[config.mk]
export PLATFORM = sky130hd
export DESIGN_NAME = brbd_front
export DESIGN_NICKNAME = d
export VERILOG_FILES = /design/src/sv/brbd_pkg.sv /design/src/sv/brbd_front.sv
export SDC_FILE = /design/constraint.sdc
export NUM_CORES = 1
export LEC_CHECK = 0
export ABC_AREA = 0
export BUFFER_PORTS_ARGS = -buffer_cell sky130_fd_sc_hd__buf_2
export CAP_MARGIN = 5
export CORE_ASPECT_RATIO = 0.8
export CORE_MARGIN = 10
export CORE_UTILIZATION = 46
export CTS_CLUSTER_SIZE = 28
export DETAILED_ROUTE_END_ITERATION = 12
export PLACE_DENSITY = 0.7
export SYNTH_ARGS = -nofsm -noshare
export SYNTH_HDL_FRONTEND = slang
export SYNTH_SLANG_ARGS = --single-unit
[constraint.sdc]
create_clock -name clk -period 3 [get_ports clk]
set_clock_uncertainty 0.15 [all_clocks]
set_input_delay 0.45 -clock clk [delete_from_list [all_inputs] [get_ports clk]]
set_output_delay 0.45 -clock clk [all_outputs]
set_load 0.02 [all_outputs]
[src/sv/brbd_pkg.sv]
// Package for the byte ring buffer with delimiter search.
// Holds the sizes, command and status codes, the shared structs and a result helper.
// Used by the front end, the back end and the top level; depends on nothing.
`default_nettype none
package brbd_pkg;

    localparam int DEPTH      = 4096;
    localparam int IDX_W      = $clog2(DEPTH);
    localparam int CNT_W      = IDX_W + 1;
    localparam int MAX_REMOVE = 64;
    localparam int REM_W      = $clog2(MAX_REMOVE + 1);
    localparam int MAX_SEP    = 8;
    localparam int SEP_K_W    = 3;
    localparam int SEP_LEN_W  = 4;
    localparam int SEP_W      = 64;
    localparam int CFG_IDX_W  = 1;

    localparam logic [SEP_W-1:0]     SEP_BYTES_RST = 64'h0000_0000_0000_0A0D;
    localparam logic [SEP_LEN_W-1:0] SEP_LEN_RST   = 4'd2;

    localparam logic [CFG_IDX_W-1:0] CFG_SEP_BYTES = 1'b0;
    localparam logic [CFG_IDX_W-1:0] CFG_SEP_LEN   = 1'b1;

    typedef enum logic [1:0] {
        CMD_ADD    = 2'd0,
        CMD_REMOVE = 2'd1,
        CMD_DRAIN  = 2'd2,
        CMD_SEARCH = 2'd3
    } cmd_t;

    typedef enum logic [1:0] {
        STAT_OK      = 2'd0,
        STAT_REFUSED = 2'd1,
        STAT_EMPTY   = 2'd2
    } status_t;

    typedef enum logic [2:0] {
        S_IDLE,
        S_REM_READ,
        S_REM_EMIT,
        S_SRCH_READ,
        S_SRCH_CMP,
        S_SRCH_OUT
    } state_t;

    typedef struct packed {
        cmd_t             cmd;
        logic [7:0]       data_byte;
        logic [CNT_W-1:0] length;
        logic             last;
    } item_t;

    typedef struct packed {
        logic [7:0]       out_byte;
        logic             out_last;
        status_t          status;
        logic [CNT_W-1:0] value;
        logic [CNT_W-1:0] fill_level;
    } result_t;

    function automatic result_t mk_res(input logic [7:0] b, input logic l,
                                       input status_t s, input logic [CNT_W-1:0] v,
                                       input logic [CNT_W-1:0] f);
        result_t r;
        r.out_byte   = b;
        r.out_last   = l;
        r.status     = s;
        r.value      = v;
        r.fill_level = f;
        return r;
    endfunction

endpackage
`default_nettype wire

[src/sv/brbd_front.sv]
// Front end: takes input beats into a two-entry queue and decodes the command.
// Depends on brbd_pkg.
`default_nettype none
module brbd_front (
    input  wire logic              clk,
    input  wire logic              rst_n,
    input  wire logic              s_tvalid,
    output logic                   s_tready,
    input  wire logic [23:0]       s_tdata,
    input  wire logic [1:0]        s_tuser,
    input  wire logic              s_tlast,
    output brbd_pkg::item_t        item,
    output logic                   item_valid,
    input  wire logic              item_ready
);
    import brbd_pkg::*;

    item_t      q_reg [2];
    item_t      q_next [2];
    logic [1:0] cnt_reg, cnt_next;
    item_t      in_item;
    logic       push, pop;

    always_comb
    begin
        in_item.cmd       = cmd_t'(s_tuser);
        in_item.data_byte = s_tdata[7:0];
        in_item.length    = s_tdata[8 +: CNT_W];
        in_item.last      = s_tlast;
        s_tready   = (cnt_reg != 2'd2);
        item_valid = (cnt_reg != 2'd0);
        item       = q_reg[0];
        push = s_tvalid && s_tready;
        pop  = item_valid && item_ready;
        q_next[0] = q_reg[0];
        q_next[1] = q_reg[1];
        cnt_next  = cnt_reg;
        if (pop)
        begin
            q_next[0] = q_reg[1];
            cnt_next  = cnt_next - 2'd1;
        end
        if (push)
        begin
            if (cnt_next == 2'd0)
            begin
                q_next[0] = in_item;
            end
            else
            begin
                q_next[1] = in_item;
            end
            cnt_next = cnt_next + 2'd1;
        end
    end

    always_ff @(posedge clk or negedge rst_n)
    begin
        if (!rst_n)
        begin
            cnt_reg <= 2'd0;
        end
        else
        begin
            cnt_reg <= cnt_next;
        end
    end

    always_ff @(posedge clk)
    begin
        q_reg[0] <= q_next[0];
        q_reg[1] <= q_next[1];
    end
endmodule
`default_nettype wire

==> metrics.md, run 1 <==
| Metric | Value |
|---|---|
| EDFF count, synth | 24 |
| Area growth, synth to finish | 10.9% |
| CTS H-tree lvls | 2 |
| CTS tree | yes |
| Ys flop type | edfxtp_1 |
| Post-route cell area | 0.00233 sq mm |
| Count of cell types in the netlist | 20 |
| Clock latency on the worst-skew pair | 290 ps |
| Initial DRC count | 44 |
| Crit Path Max Fanout | 28 |
| Site row count | 21 |
| Syn avg cell area | 12.4 sq um |
| Synth async-reset ratio | 4.00% |
| Max IR drop VDD | 0.541 mV |
| Total power | 2770 uW |
| Die H | 80.5 um |
| Setup crit start kind | flop |
| Setup Viol. Count Final | 0 |
| Post-DP HPWL | 2580 um |
| DR vias/cell | 4.48 |
| Register area share after synthesis | 59.5% |
| Syn Inst Count | 170 |
| TritonCTS Buffers | 5 |
| Critical Path RT | 3080 ps |
| Share of the synthesized area in the top cell type | 34.3% |
| Number of diodes | 0 |
| Pleak | 0.00107 uW |
| Status | complete, no violations |
| CTS root buf | clkbuf_8 |
| Gr busiest metal | met2 |
| Max cap viols | 0 |
| Core region area | 0.00431 sq mm |
| Clk slew on worst S/H paths | 80 ps |
| Post-DP Area | 0.00222 sq mm |
| Residual DRC count | 0 |
| Hold Slack | 195 ps |
| Worst slew margin | 72.5% |
| Die Wd | 95.6 um |
| Initial core utilization | 48.8% |
| Area contributors post-synth | edfxtp_1, dfxtp_1, mux2i_1, buf_4, a21oi_1 |
| Logic pwr share | 42.1% |
| Initial antenna violation count | 0 |
| Io pins | 57 |
| Syn Nets | 204 |
| Global routing usage on met1 | 10.3% |
| Critical Path AT | 2250 ps |
| Footprint of the multi-input gates | 577 sq um |
| Largest net degree at the start of global routing | 29 |
| Worst hold path type | in2reg |
| Remaining antenna violation count | 0 |
| RSZ-0062 raised after global routing | false |
| Tmin final | 2170 ps |
| PortBufs | 53 |
| Setup TNS | 0 ps |
| Share of layout cells above drive strength 1 | 33.7% |
| Switching fraction of total power | 36.3% |
| Yosys top cell by area | edfxtp_1 |
| Fmax | 460 MHz |
| Synthesized area | 0.00210 sq mm |
| Clock sinks | 50 |
| Worst Setup End Kind | flop |
| Clock power share | 16.2% |
| NumNets Final | 238 |
| CTS Buffer Depth | 2 |
| Period utilization | 72.4% |
| Register area | 0.00125 sq mm |
| Max Slew Vio Count | 0 |
| First-pass GRT wire length | 5800 um |
| Cell Pwr Density | 1190 mW/mm^2 |
| Routed vias | 1,174 |
| Worst hold path depth | 1 |
| Setup CP Type | reg2reg |
| FF-to-FF path depth | 9 |
| Switching power of the nets | 1010 uW |
| Number of synthesized register bits | 50 |
| Number of global-route vias before repair | 1,252 |
| Gr ovfl total | 0 |
| CTS resizes | 0 |
| Slew @ Worst Pin | 413 ps |
| Met2 GRT Util | 15.1% |
| GR Util met3 | 5.30% |
| Largest register FFs | 48 |
| Fin. Hold Viols | 0 |
| Detailed Routing Iterations Pass 1 | 4 |
| Wirelength per Cell | 13.6 um |
| Util after Layout | 54.2% |
| Gr usage total | 9.49% |
| Fill cells | 405 |
| Internal power | 1760 uW |
| Global placer's final weighted congestion | 0.737 |
| Synth Warn # | 0 |
| Final WL | 3570 um |
| Die area | 0.00769 sq mm |
| Sequential share of power | 41.7% |
-- layout by cell type (no fill, tap or decap), drive strengths merged --
cell type / count
inv: 4
nand2: 1
ha: 3
dfxtp: 24
o21ai: 1
buf: 58
bufinv: 1
dlygate4sd3: 1
edfxtp: 24
nor2: 24
mux2: 1
xnor2: 2
a21oi: 24
clkbuf: 7
nand3b: 1
dfrtp: 2
mux2i: 24
nand2b: 1
nor2b: 2
-- cells by family after synthesis --
kind of cell,share of synthesized area (%)
DFF,59.5
and+or+nand+nor,6.07
AOI/OAI and AO/OA,6.13
buffers and inverters,13.2
adders and majority gates,1.78
xor gates and xnor gates,1.19
muxes,12.1
-- worst max-delay path: stages (launching register included) --
cell and delay (ps):
dfrtp_1 360, inv_1 130, ha_1 190, nand2b_4 160
mux2_4 320, ha_1 200, nand3b_1 110, buf_4 290
nor2_1 80, a21oi_1 110
-- power groups by stage --
stage	Clock [uW]	Combinational (uW)	Sequential [uW]
2_1_floorplan	0	1120	1150
3_3_place_gp	0	1170	1170
3_5_place_dp	0	1180	1180
4_1_cts	469	1190	1160
5_1_grt	492	1290	1190
6_report	449	1170	1150
-- metal layers --
metal,wire (um),share of wire (%),up-vias
li1,-,-,624
met1,1530,43,505
met2,1590,45,37
met3,399,11,8
met4,53,1.5,0
met5,0,0,-
-- stage by stage --
step                      instances  setup slack [ps]
after floorplan                 170               391
after detailed placement        253               828
after global placement          253               848
after CTS                       262               815
final                           262               828
after global routing            262               652
-- worst paths after layout --
kind	endpoint	slack [ps]	start
max in group asynchronous	cnt_reg[0]$_DFF_PN0_	2290	rst_n
max reg2reg	q_reg[0][9]$_DFF_P_	830	cnt_reg[0]$_DFF_PN0_
min	q_reg[0][35]$_DFFE_PP_	190	s_tdata[18]
min in group asynchronous	cnt_reg[1]$_DFF_PN0_	320	rst_n
min reg2reg	q_reg[0][6]$_DFF_P_	390	q_reg[0][30]$_DFFE_PP_
max	q_reg[0][9]$_DFF_P_	830	cnt_reg[0]$_DFF_PN0_
-- final cells by class --
type | instances | area share [%]
clock buffers | 7 | 3.27
well taps | 57 | 3.06
repair buffers | 59 | 13.4
inverters | 4 | 0.643
multi-input cells | 84 | 24.7
clock inverters | 1 | 1.29
flip-flops and latches | 50 | 53.6
-- what timing repair did --
| action | CTS | global route |
|---|---|---|
| endpoints found under the hold margin | 2 | 0 |
| buffers inserted | 0 | 0 |
| hold buffers | 1 | 0 |
Note: power is estimated with default switching activity, not from simulation.
==> run 2, diff against run 1 <==
==> constraint.sdc (replaced) <==
create_clock -name clk -period 1.7 [get_ports clk]
set_clock_uncertainty 0.15 [all_clocks]
set_input_delay 0.255 -clock clk [delete_from_list [all_inputs] [get_ports clk]]
set_output_delay 0.255 -clock clk [all_outputs]
set_load 0.02 [all_outputs]
==> metrics.md, run 2 (synthesis results as in run 1) <==
| Metric | Value |
|---|---|
| Routed met1 length | 1860 um (was 1530 um) |
| Fin. Hold Viols | 0 (unchanged) |
| Worst hold path depth | 1 (unchanged) |
| Setup CP Type | reg2reg (unchanged) |
| Slew @ Worst Pin | 444 ps (was 413 ps) |
| Clock sinks | 50 (unchanged) |
| Post-DP HPWL | 3060 um (was 2580 um) |
| Worst slew margin | 70.4% (was 72.5%) |
| Most common cell on crit path | ha_4 (was ha_1) |
| CTS H-tree lvls | 2 (unchanged) |
| Pleak | 0.00127 uW (was 0.00107 uW) |
| Hold EP | q_reg[0][24]$_DFFE_PP_ (was q_reg[0][35]$_DFFE_PP_) |
| Residual DRC count | 0 (unchanged) |
| Met3 WL post-DR | 298 um (was 399 um) |
| Period utilization | 127% (was 72.4%) |
| Die area | 0.00769 sq mm (unchanged) |
| Core region area | 0.00431 sq mm (unchanged) |
| CP peak stage delay | 390 ps (was 360 ps) |
| Number of diodes | 0 (unchanged) |
| Commonest non-fill, non-tap cell in the layout | buf_2 (unchanged) |
| Fill cells | 335 (was 405) |
| Remaining antenna violation count | 0 (unchanged) |
| Gr ovfl total | 0 (unchanged) |
| Register area | 0.00125 sq mm (unchanged) |
| Clock latency on the worst-skew pair | 300 ps (was 290 ps) |
| Setup Viol. Count Final | 48 (was 0) |
| FF-to-FF path depth | 10 (was 9) |
| First-pass GRT wire length | 7570 um (was 5800 um) |
| Largest net degree at the start of global routing | 25 (was 29) |
| Leading cell types in the layout, fill and taps excluded | buf_2, mux2i_1, dfxtp_1, edfxtp_1, a21oi_2 |
| Critical Path AT | 2240 ps (was 2250 ps) |
| Initial DRC count | 42 (was 44) |
| Max IR drop VDD | 1.15 mV (was 0.541 mV) |
| Fmax | 462 MHz (was 460 MHz) |
| Placed cell count | 261 (was 253) |
| Max cap viols | 0 (unchanged) |
| Number of global-route vias before repair | 1,591 (was 1,252) |
| RSZ-0062 raised after global routing | true (was false) |
| Worst r2r src | cnt_reg[1]$_DFF_PN0_ (was cnt_reg[0]$_DFF_PN0_) |
| Routed vias | 1,372 (was 1,174) |
| Final WL | 4540 um (was 3570 um) |
| Die H | 80.5 um (unchanged) |
| Top sig layer | met4 (unchanged) |
| Met2 wire len | 2340 um (was 1590 um) |
| Setup WS pre-CTS | -416 ps (was 828 ps) |
| Worst Hold Launch | s_tlast (was s_tdata[18]) |
| Global placer's final weighted congestion | 0.720 (was 0.737) |
| Worst hold path type | in2reg (unchanged) |
| Worst path slowest cell | dfrtp_1 (unchanged) |
| Tmin final | 2160 ps (was 2170 ps) |
| Setup WS post-layout | -464 ps (was 828 ps) |
| Crit Path Max Fanout | 6 (was 28) |
| Gr usage total | 12.5% (was 9.49%) |
| Largest register FFs | 48 (unchanged) |
| Site row count | 21 (unchanged) |
| DR vias/cell | 4.67 (was 4.48) |
| Die Wd | 95.6 um (unchanged) |
| Status | finished with violations (was complete, no violations) |
| Max Slew Vio Count | 0 (unchanged) |
| Clk slew on worst S/H paths | 80 ps (about the same) |
| Detailed Routing Iterations Pass 1 | 4 (unchanged) |
| Flop2flop setup slack | -460 ps (was 830 ps) |
| Io pins | 57 (unchanged) |
| PortBufs | 53 (unchanged) |
| CTS tree | yes (unchanged) |
| CTS Buffer Depth | 2 (unchanged) |
| Initial core utilization | 48.8% (unchanged) |
| Final std cells w/o fill | 294 (was 262) |
| NumNets Final | 270 (was 238) |
| Worst Setup End Kind | flop (unchanged) |
| CTS root buf | clkbuf_8 (unchanged) |
| Cell Pwr Density | 2050 mW/mm^2 (was 1190 mW/mm^2) |
| Area growth, synth to finish | 39.2% (was 10.9%) |
| Hold Slack | 18.6 ps (was 195 ps) |
| FF-to-FF End | q_reg[0][10]$_DFF_P_ (was q_reg[0][9]$_DFF_P_) |
| Critical Path RT | 1770 ps (was 3080 ps) |
| Failing checks | negative setup slack |
| Setup TNS | -16,720 ps (was 0 ps) |
| Critical-path cell list | inv_2 -> ha_4 -> nand2b_4 -> mux2_4 -> ha_4 -> nand3b_1 -> buf_12 -> buf_8 -> nor2_2 -> a21oi_1 (was inv_1 -> ha_1 -> nand2b_4 -> mux2_4 -> ha_1 -> nand3b_1 -> buf_4 -> nor2_1 -> a21oi_1) |
| Wirelength per Cell | 15.5 um (was 13.6 um) |
| Initial antenna violation count | 0 (unchanged) |
| Share of layout cells above drive strength 1 | 53.6% (was 33.7%) |
| Total power | 6020 uW (was 2770 uW) |
| TritonCTS Buffers | 5 (unchanged) |
| Footprint of the multi-input gates | 793 sq um (was 577 sq um) |
| Setup crit start kind | flop (unchanged) |
## run 2: worst max-delay path, delay by kind of cell (launching register included)
kind,cells,cell delay [ps]
buf+inv,3,380
mux,1,330
fa+ha+maj,2,300
compound gates,1,140
flops,1,390
simple gates,3,380
## run 2: timing repair
item,in CTS,in global routing
setup endpoints to repair,48,50
pin swaps,3,3
setup buffers,6,1
gates cloned,0,0
gates resized for setup,25,15
hold endpoints to repair,19,0
hold buffers,18,0
## run 2: how the worst max path moves through the flow
stage / from / slack [ps] / cells after the start / end
final: cnt_reg[1]$_DFF_PN0_ / -460 / 10 / q_reg[0][10]$_DFF_P_
after global routing: cnt_reg[1]$_DFF_PN0_ / -520 / 10 / q_reg[0][10]$_DFF_P_
after CTS: cnt_reg[1]$_DFF_PN0_ / -400 / 10 / q_reg[0][9]$_DFF_P_
after detailed placement: cnt_reg[1]$_DFF_PN0_ / -420 / 9 / q_reg[0][22]$_DFF_P_
after global placement: cnt_reg[1]$_DFF_PN0_ / -300 / 9 / q_reg[0][22]$_DFF_P_
after floorplan: cnt_reg[0]$_DFF_PN0_ / -550 / 7 / q_reg[0][24]$_DFFE_PP_
## run 2: layout make-up
cell class              instances  area share (%)
well taps                      57            2.44
repair buffers                 91            23.5
clock buffers                   5            2.35
inverters                       4           0.513
flip-flops and latches         50            42.7
clock inverters                 3            1.37
multi-input cells              84            27.1
## run 2: per-stage QoR
stage / util [%] / cell area [sq um]
2_1_floorplan: - / 2250
3_3_place_gp: 56.4 / 2430
3_5_place_dp: 56.4 / 2430
4_1_cts: 66.4 / 2860
5_1_grt: 67.9 / 2930
6_report: 67.9 / 2930
## run 2: power breakdown
part / internal [uW] / switching, uW / total [uW]
Combinational: 1480 / 1660 / 3140
Sequential: 1860 / 206 / 2060
Clock: 433 / 378 / 812
## run 2: layer usage
layer,track usage (%),up-vias
met5,0,-
met4,3.97,0
met3,4.46,7
met2,22.0,35
met1,13.5,641
li1,-,689
==> run 3, diff against run 2 <==
--- a/config.mk
+++ b/config.mk
@@ -13,7 +13,7 @@
 export CORE_UTILIZATION = 46
 export CTS_CLUSTER_SIZE = 28
 export DETAILED_ROUTE_END_ITERATION = 12
-export PLACE_DENSITY = 0.7
+export PLACE_DENSITY = 0.74
 export SYNTH_ARGS = -nofsm -noshare
 export SYNTH_HDL_FRONTEND = slang
 export SYNTH_SLANG_ARGS = --single-unit
==> metrics.md, run 3 (synthesis results as in run 1) <==
| Metric | Value |
|---|---|
| CTS root buf | clkbuf_8 (unchanged) |
| Die area | 0.00769 sq mm (unchanged) |
| Die Wd | 95.6 um (unchanged) |
| Status | finished with violations (unchanged) |
| CTS H-tree lvls | 2 (unchanged) |
| Share of layout cells above drive strength 1 | 49.4% (was 53.6%) |
| Setup TNS | -16,330 ps (was -16,720 ps) |
| TritonCTS Buffers | 5 (unchanged) |
| Fin. Hold Viols | 0 (unchanged) |
| NumNets Final | 274 (was 270) |
| CTS tree | yes (unchanged) |
| Met3 WL post-DR | 329 um (was 298 um) |
| Initial antenna violation count | 0 (unchanged) |
| Placed cell count | 258 (was 261) |
| DR vias/cell | 4.68 (was 4.67) |
| Worst Setup End Kind | flop (unchanged) |
| Largest register FFs | 48 (unchanged) |
| Largest net degree at the start of global routing | 25 (unchanged) |
| Pleak | 0.00130 uW (was 0.00127 uW) |
| PortBufs | 53 (unchanged) |
| Max Slew Vio Count | 0 (unchanged) |
| Critical Path AT | 2160 ps (was 2240 ps) |
| Tmin final | 2080 ps (was 2160 ps) |
| Clock latency on the worst-skew pair | 300 ps (about the same) |
| Setup CP Type | reg2reg (unchanged) |
| Final WL | 4640 um (was 4540 um) |
| Initial core utilization | 48.8% (unchanged) |
| Number of global-route vias before repair | 1,466 (was 1,591) |
| Slew @ Worst Pin | 424 ps (was 444 ps) |
| Core region area | 0.00431 sq mm (unchanged) |
| Crit Path Max Fanout | 5 (was 6) |
| Worst slew margin | 71.7% (was 70.4%) |
| Critical Path RT | 1780 ps (was 1770 ps) |
| CTS Buffer Depth | 2 (unchanged) |
| Cell Pwr Density | 2030 mW/mm^2 (was 2050 mW/mm^2) |
| Gr ovfl total | 0 (unchanged) |
| Io pins | 57 (unchanged) |
| Hold Slack | 19.9 ps (was 18.6 ps) |
| Top sig layer | met4 (unchanged) |
| Area growth, synth to finish | 39.7% (was 39.2%) |
| Max IR drop VDD | 1.01 mV (was 1.15 mV) |
| Residual DRC count | 0 (unchanged) |
| Failing checks | negative setup slack (unchanged) |
| Routed met1 length | 2020 um (was 1860 um) |
| Setup Viol. Count Final | 48 (unchanged) |
| Site row count | 21 (unchanged) |
| Clk slew on worst S/H paths | 80 ps (about the same) |
| Period utilization | 122% (was 127%) |
| Final std cells w/o fill | 298 (was 294) |
| Setup crit start kind | flop (unchanged) |
| Number of diodes | 0 (unchanged) |
| Post-DP HPWL | 2870 um (was 3060 um) |
| First-pass GRT wire length | 7070 um (was 7570 um) |
| Global placer's final weighted congestion | 0.800 (was 0.720) |
| Max cap viols | 0 (unchanged) |
| Wirelength per Cell | 15.6 um (was 15.5 um) |
| Detailed Routing Iterations Pass 1 | 4 (unchanged) |
| Leading cell types in the layout, fill and taps excluded | buf_2, mux2i_1, dfxtp_1, edfxtp_1 (was buf_2, mux2i_1, dfxtp_1, edfxtp_1, a21oi_2) |
| Fmax | 480 MHz (was 462 MHz) |
| Routed vias | 1,395 (was 1,372) |
| RSZ-0062 raised after global routing | true (unchanged) |
| Die H | 80.5 um (unchanged) |
| Worst hold path type | in2reg (unchanged) |
| Initial DRC count | 42 (unchanged) |
| Commonest non-fill, non-tap cell in the layout | buf_2 (unchanged) |
| Setup WS post-layout | -382 ps (was -464 ps) |
| Met2 wire len | 2260 um (was 2340 um) |
| Gr usage total | 11.7% (was 12.5%) |
| Total power | 5980 uW (was 6020 uW) |
| Clock sinks | 50 (unchanged) |
| Remaining antenna violation count | 0 (unchanged) |
[run 3: worst max-delay path, cell delays in order (launching register included)]
cell and delay, ps:
dfrtp_1 410, inv_2 90, ha_4 130, nand2b_4 140
mux2_4 320, ha_4 180, nand3b_1 160, buf_6 160
buf_12 130, nor2_2 40, a21oi_2 100
[run 3: final timing paths]
kind	from	to	slack, ps	depth (start not counted)
max in group asynchronous	rst_n	cnt_reg[0]$_DFF_PN0_	1170	2
min in group asynchronous	rst_n	cnt_reg[1]$_DFF_PN0_	140	2
worst max-delay path	cnt_reg[1]$_DFF_PN0_	q_reg[0][10]$_DFF_P_	-380	10
worst max register to register	cnt_reg[1]$_DFF_PN0_	q_reg[0][10]$_DFF_P_	-380	10
worst min-delay path	s_tdata[9]	q_reg[0][26]$_DFFE_PP_	20	1
worst min register to register	q_reg[0][42]$_DFFE_PP_	q_reg[0][18]$_DFF_P_	400	2
[run 3: area by class of cell]
type / instances / area [sq um]
flip-flops and latches: 50 / 1250
well taps: 57 / 71.3
repair buffers: 95 / 777
clock buffers: 7 / 86.3
clock inverters: 1 / 5.00
multi-input cells: 84 / 732
inverters: 4 / 15.0
fillers: 313 / 1370
[run 3: where the power goes]
| part | leakage [uW] | total [uW] | internal (uW) | switching (uW) |
|---|---|---|---|---|
| logic | 0.000800 | 3230 | 1560 | 1660 |
| clock network | 0.0000482 | 694 | 329 | 365 |
| registers | 0.000453 | 2060 | 1860 | 202 |
| total | 0.00130 | 5980 | 3750 | 2230 |
[run 3: per-stage QoR]
| stage | cell area (sq um) | util [%] | setup WS [ps] |
|---|---|---|---|
| after detailed placement | 2400 | 55.6 | -356 |
| after floorplan | 2250 | - | -549 |
| after global placement | 2400 | 55.6 | -274 |
| final | 2940 | 68.2 | -382 |
| after global routing | 2940 | 68.2 | -454 |
| after CTS | 2770 | 64.3 | -346 |
[run 3: what timing repair did]
item | CTS | global route
pin swaps | 2 | 0
setup endpoints to repair | 48 | 50
gates cloned | 3 | 1
setup buffers | 5 | 1
hold buffers | 14 | 8
resized for setup | 9 | 15
hold endpoints to repair | 15 | 8
[run 3: metal layers]
metal / vias to the layer above / track usage [%]
met5: - / 0
li1: 701 / -
met3: 5 / 5.58
met1: 653 / 14.0
met4: 0 / 2.65
met2: 36 / 18.6
